--- src/sv/e2q_pkg.sv ---
// ----------------------------------------------------------------------------
// e2q_pkg: shared types and constants for the Euler-to-quaternion block
// Fixed-point constants, CORDIC angle table and the queue word type.
// ----------------------------------------------------------------------------
package e2q_pkg;
   localparam int ANGLE_W       = 16;
   localparam int QUAT_W        = 16;
   localparam int CW            = 34;   // CORDIC datapath, Q2.30 plus headroom
   localparam int ATAN_ENTRIES  = 24;
   localparam int DEF_TRIG_ITERATIONS = 16;
   localparam int DEF_QUEUE_DEPTH     = 4;

   localparam logic signed [CW-1:0] Q30_PI      = 34'sd3373259426;
   localparam logic signed [CW-1:0] Q30_HALF_PI = 34'sd1686629713;
   localparam logic signed [CW-1:0] CORDIC_GAIN = 34'sd652032874;

   typedef struct packed {
      logic signed [ANGLE_W-1:0] roll;
      logic signed [ANGLE_W-1:0] pitch;
      logic signed [ANGLE_W-1:0] yaw;
   } angles_type;

   typedef struct packed {
      logic signed [QUAT_W-1:0] x;
      logic signed [QUAT_W-1:0] y;
      logic signed [QUAT_W-1:0] z;
      logic signed [QUAT_W-1:0] w;
   } quat_type;

   function automatic logic signed [CW-1:0] atan_q30(input logic [4:0] i);
      logic signed [CW-1:0] r;
      r = '0;
      case (i)
         5'd0:  r = 34'sd843314856;
         5'd1:  r = 34'sd497837829;
         5'd2:  r = 34'sd263043836;
         5'd3:  r = 34'sd133525158;
         5'd4:  r = 34'sd67021686;
         5'd5:  r = 34'sd33543515;
         5'd6:  r = 34'sd16775850;
         5'd7:  r = 34'sd8388437;
         5'd8:  r = 34'sd4194282;
         5'd9:  r = 34'sd2097149;
         5'd10: r = 34'sd1048575;
         5'd11: r = 34'sd524287;
         5'd12: r = 34'sd262143;
         5'd13: r = 34'sd131071;
         5'd14: r = 34'sd65535;
         5'd15: r = 34'sd32767;
         5'd16: r = 34'sd16383;
         5'd17: r = 34'sd8191;
         5'd18: r = 34'sd4095;
         5'd19: r = 34'sd2047;
         5'd20: r = 34'sd1023;
         5'd21: r = 34'sd511;
         5'd22: r = 34'sd255;
         5'd23: r = 34'sd127;
         default: r = '0;
      endcase
      return r;
   endfunction
endpackage

--- src/sv/e2q_queue.sv ---
// ----------------------------------------------------------------------------
// e2q_queue: small FIFO of angle words between the input ports and the back
// Register-array queue with one push and one pop port per cycle.
// ----------------------------------------------------------------------------
module e2q_queue #(
   parameter int DEPTH = 4
) (
   input  logic                clock,
   input  logic                reset,
   input  logic                push,
   input  e2q_pkg::angles_type push_word,
   output logic                full,
   input  logic                pop,
   output e2q_pkg::angles_type pop_word,
   output logic                empty
);
   import e2q_pkg::*;
   localparam int AW = (DEPTH > 1) ? $clog2(DEPTH) : 1;

   angles_type        mem_ff [DEPTH];
   logic [AW-1:0]     wr_ff, wr_in, rd_ff, rd_in;
   logic [AW:0]       cnt_ff, cnt_in;
   logic              do_push, do_pop;

   assign full     = (cnt_ff == (AW+1)'(DEPTH));
   assign empty    = (cnt_ff == '0);
   assign do_push  = push && !full;
   assign do_pop   = pop && !empty;
   assign pop_word = mem_ff[rd_ff];

   always_comb begin
      wr_in  = do_push ? ((wr_ff == AW'(DEPTH-1)) ? '0 : wr_ff + 1'b1) : wr_ff;
      rd_in  = do_pop  ? ((rd_ff == AW'(DEPTH-1)) ? '0 : rd_ff + 1'b1) : rd_ff;
      cnt_in = cnt_ff + (AW+1)'(do_push) - (AW+1)'(do_pop);
   end

   always_ff @(posedge clock) begin
      if (do_push) mem_ff[wr_ff] <= push_word;
      if (reset) begin
         wr_ff  <= '0;
         rd_ff  <= '0;
         cnt_ff <= '0;
      end else begin
         wr_ff  <= wr_in;
         rd_ff  <= rd_in;
         cnt_ff <= cnt_in;
      end
   end
endmodule

--- config.mk ---
export PLATFORM = sky130hd
export DESIGN_NAME = e2q_queue
export DESIGN_NICKNAME = d
export VERILOG_FILES = /design/src/sv/e2q_pkg.sv /design/src/sv/e2q_queue.sv
export SDC_FILE = /design/constraint.sdc
export NUM_CORES = 1
export LEC_CHECK = 0
export BUFFER_PORTS_ARGS = -buffer_cell sky130_fd_sc_hd__buf_2
export CAP_MARGIN = 30
export CORE_MARGIN = 5
export CORE_UTILIZATION = 52
export CTS_CLUSTER_SIZE = 25
export DETAILED_ROUTE_END_ITERATION = 10
export HOLD_SLACK_MARGIN = 0.15
export PLACE_DENSITY = 0.73
export SLEW_MARGIN = 0
export SYNTH_ARGS = -nofsm -noshare
export SYNTH_HDL_FRONTEND = slang
export SYNTH_SLANG_ARGS = --single-unit
--- constraint.sdc ---
create_clock -name clock -period 2.7 [get_ports clock]
set_input_delay 0.27 -clock clock [delete_from_list [all_inputs] [get_ports clock]]
set_output_delay 0.27 -clock clock [all_outputs]
set_load 0.1 [all_outputs]
==> results.json <==
{
  "status": "finished clean",
  "area_delta_synth_final_pct": 25.0,
  "antenna_found_initial": 0,
  "synth_area_um2": 7400,
  "path_cells": "buf_4 > mux4_2 > buf_2",
  "cts_sinks": 201,
  "synth-main-ff-cell": "edfxtp_1",
  "setup_viol": 0,
  "skew_ns": 0.0177,
  "synth_cell_types": 25,
  "vias": 3515,
  "synth_most_common_cell": "edfxtp_1",
  "synthCells": 300,
  "p_per_area_nw_per_um2": 1080,
  "ys_seq_elements": 201,
  "gr-total-overflow": 0,
  "nets": 530,
  "insertion_delay_ns": 0.47,
  "ff2ff_path_depth": 8,
  "cp.required_ns": 2.43,
  "grt_start_max_net_pins": 49,
  "switching_share_pct": 39.8,
  "min_period_ns": 2.37,
  "firstDrtPassIters": 4,
  "clock-root-buffer": "clkbuf_16",
  "slew_violations": 0,
  "drt_iter0_drc": 161,
  "wl_per_cell_um": 19.3,
  "whs_path_depth": 4,
  "maxCapViolations": 0,
  "port_buffers": 101,
  "tritoncts": "done",
  "peakVddDrop_mv": 0.878,
  "diodes": 0,
  "final_cell_count_no_fill": 662,
  "ys_seq_area_share_pct": 80.3,
  "power.share.sequential_pct": 38.8,
  "syn_area_per_cell_um2": 24.7,
  "grt_usage_pct": 15.8,
  "fmax_mhz": 422,
  "rows": 43,
  "rsz0062_at_grt": "false",
  "clkPwrFrac_pct": 24.5,
  "ys_async_sr_fraction_pct": 0,
  "synth-edff-count": 192,
  "grt_pass1_wl_mm": 20.3,
  "hold_viol_final": 0,
  "grt_pass1_vias": 3767,
  "ant_nets": 0,
  "crit_type": "reg -> out",
  "syn_nets": 360,
  "max_stage_delay_ns": 0.58,
  "p_switching_w": 0.00396,
  "ioPinCount": 102,
  "clk_pin_slew_ns": 0.06,
  "hp-class": "in -> reg",
  "cp-end-kind": "primary output",
  "worst-endpoint-arrival_ns": 2.10,
  "cp_slowest_cell": "mux4_2",
  "via_per_inst": 5.31,
  "drc": 0,
  "synth_common_cells": "edfxtp_1, mux4_2, dfxtp_1",
  "finalCritPeriodShare_pct": 87.9,
  "die_h_um": 129,
  "die_area_um2": 16700,
  "tns_ns": 0,
  "die_width_um": 129,
  "postRouteWirelength_mm": 12.8,
  "drive_gt1_share_pct": 39.4,
  "worstSetupStartpointType": "flop",
  "clockBufferDepth": 3,
  "path_max_fanout": 20,
  "internal_power_w": 0.00600,
  "initial_utilization_pct": 53.1,
  "tightest_slew_ns": 0.728,
  "cts_max_level": 1,
  "yosysTopAreaCell": "edfxtp_1",
  "dpl.hpwl_mm": 7.45,
  "comb_power_share_pct": 36.7,
  "fin_ws_ns": 0.328,
  "leakage_nw": 3.20,
  "core_um2": 13900,
  "cts-buffers-inserted": 21,
  "slew_headroom_pct": 51.4,
  "place.detailed.instances": 577,
  "gp_congestion": 0.758,
  "synthTopCellsByArea": "edfxtp_1, mux4_2, dfxtp_1, ha_1, buf_6",
  "place_ws_ns": 0.505,
  "yosysWarnings": 0,
  "synth.top_cell.area_share_pct": 77.9
}
power groups by stage:
stage | sequential, W | clock (W) | combinational [W]
after global placement | 0.00391 | 0 | 0.00362
after floorplan | 0.00390 | 0 | 0.00307
final | 0.00386 | 0.00244 | 0.00365
after CTS | 0.00387 | 0.00251 | 0.00370
after detailed placement | 0.00393 | 0 | 0.00364
after global routing | 0.00389 | 0.00266 | 0.00380
area by class of cell:
cell class,instances,area (um^2)
flip-flops and latches,201,5950
fillers,922,4680
repair buffers,158,1110
inverters,8,30.0
clock buffers,23,533
well taps,180,225
clock inverters,12,53.8
multi-input cells,80,1350
critical path, delay by kind of cell, from the launching register on:
| kind | cells | cell delay (ns) |
|---|---|---|
| buffers and inverters | 2 | 0.68 |
| flip-flops | 1 | 0.36 |
| multiplexers | 1 | 0.58 |
worst paths after layout:
| kind | startpoint | end | slack, ns |
|---|---|---|---|
| worst min-delay path | pop | flop | 0.24 |
| worst max-delay path | flop | pop_word[43] | 0.33 |
| worst min register to register | rd_ff[0] | flop | 0.53 |
| worst max register to register | cnt_ff[1] | cnt_ff[1] | 0.48 |
stage by stage:
stage | utilization (%) | total power (W) | cell area (um^2) | hold WS, ns
6_report | 66.4 | 0.00995 | 9250 | 0.241
5_1_grt | 66.4 | 0.0104 | 9250 | 0.273
4_1_cts | 66.4 | 0.0101 | 9250 | 0.228
3_5_place_dp | 58.6 | 0.00757 | 8170 | 0.488
3_3_place_gp | 58.6 | 0.00753 | 8170 | 0.480
2_1_floorplan | - | 0.00697 | 7400 | 0.339
timing repair:
| item | CTS | global route |
|---|---|---|
| hold buffers | 50 | 0 |
| setup buffers | 0 | 0 |
| gates resized for setup | 0 | 0 |
| hold endpoints to repair | 201 | 0 |
cell usage in the layout (no fill, tap or decap), types with 3 or more instances in the layout:
cell and n:
buf_12 4, buf_2 101, clkinv_2 4, buf_4 3, dfxtp_1 7, ha_1 7
dlygate4sd3_1 50, and3_2 4, mux4_2 48, clkinv_1 7, clkbuf_16 21, edfxtp_1 192
inv_1 8
registers in the layout (all words and copies together) (netlist names), named ones only:
| name | cells |
|---|---|
| cnt_ff | 3 |
| rd_ff | 2 |
| wr_ff | 2 |
| mem_ff | 192 |
cells by family after synthesis:
group	count (synthesis)	synth area share, %
flip-flops	201	80.3
AO/OA/AOI/OAI	5	0.507
multiplexers	49	14.7
AND/OR/NAND/NOR	16	1.32
buffers and inverters	19	1.40
adder cells (fa/ha/maj)	8	1.45
XOR/XNOR	2	0.237
per-layer routing:
layer | vias up | wire length, um | GRT usage [%]
met3 | 12 | 886 | 3.17
met1 | 1785 | 5330 | 21.8
met5 | - | 0 | 0
li1 | 1597 | - | -
met2 | 121 | 6430 | 26.7
met4 | 0 | 112 | 3.27
Note: power is estimated with default switching activity, not from simulation.
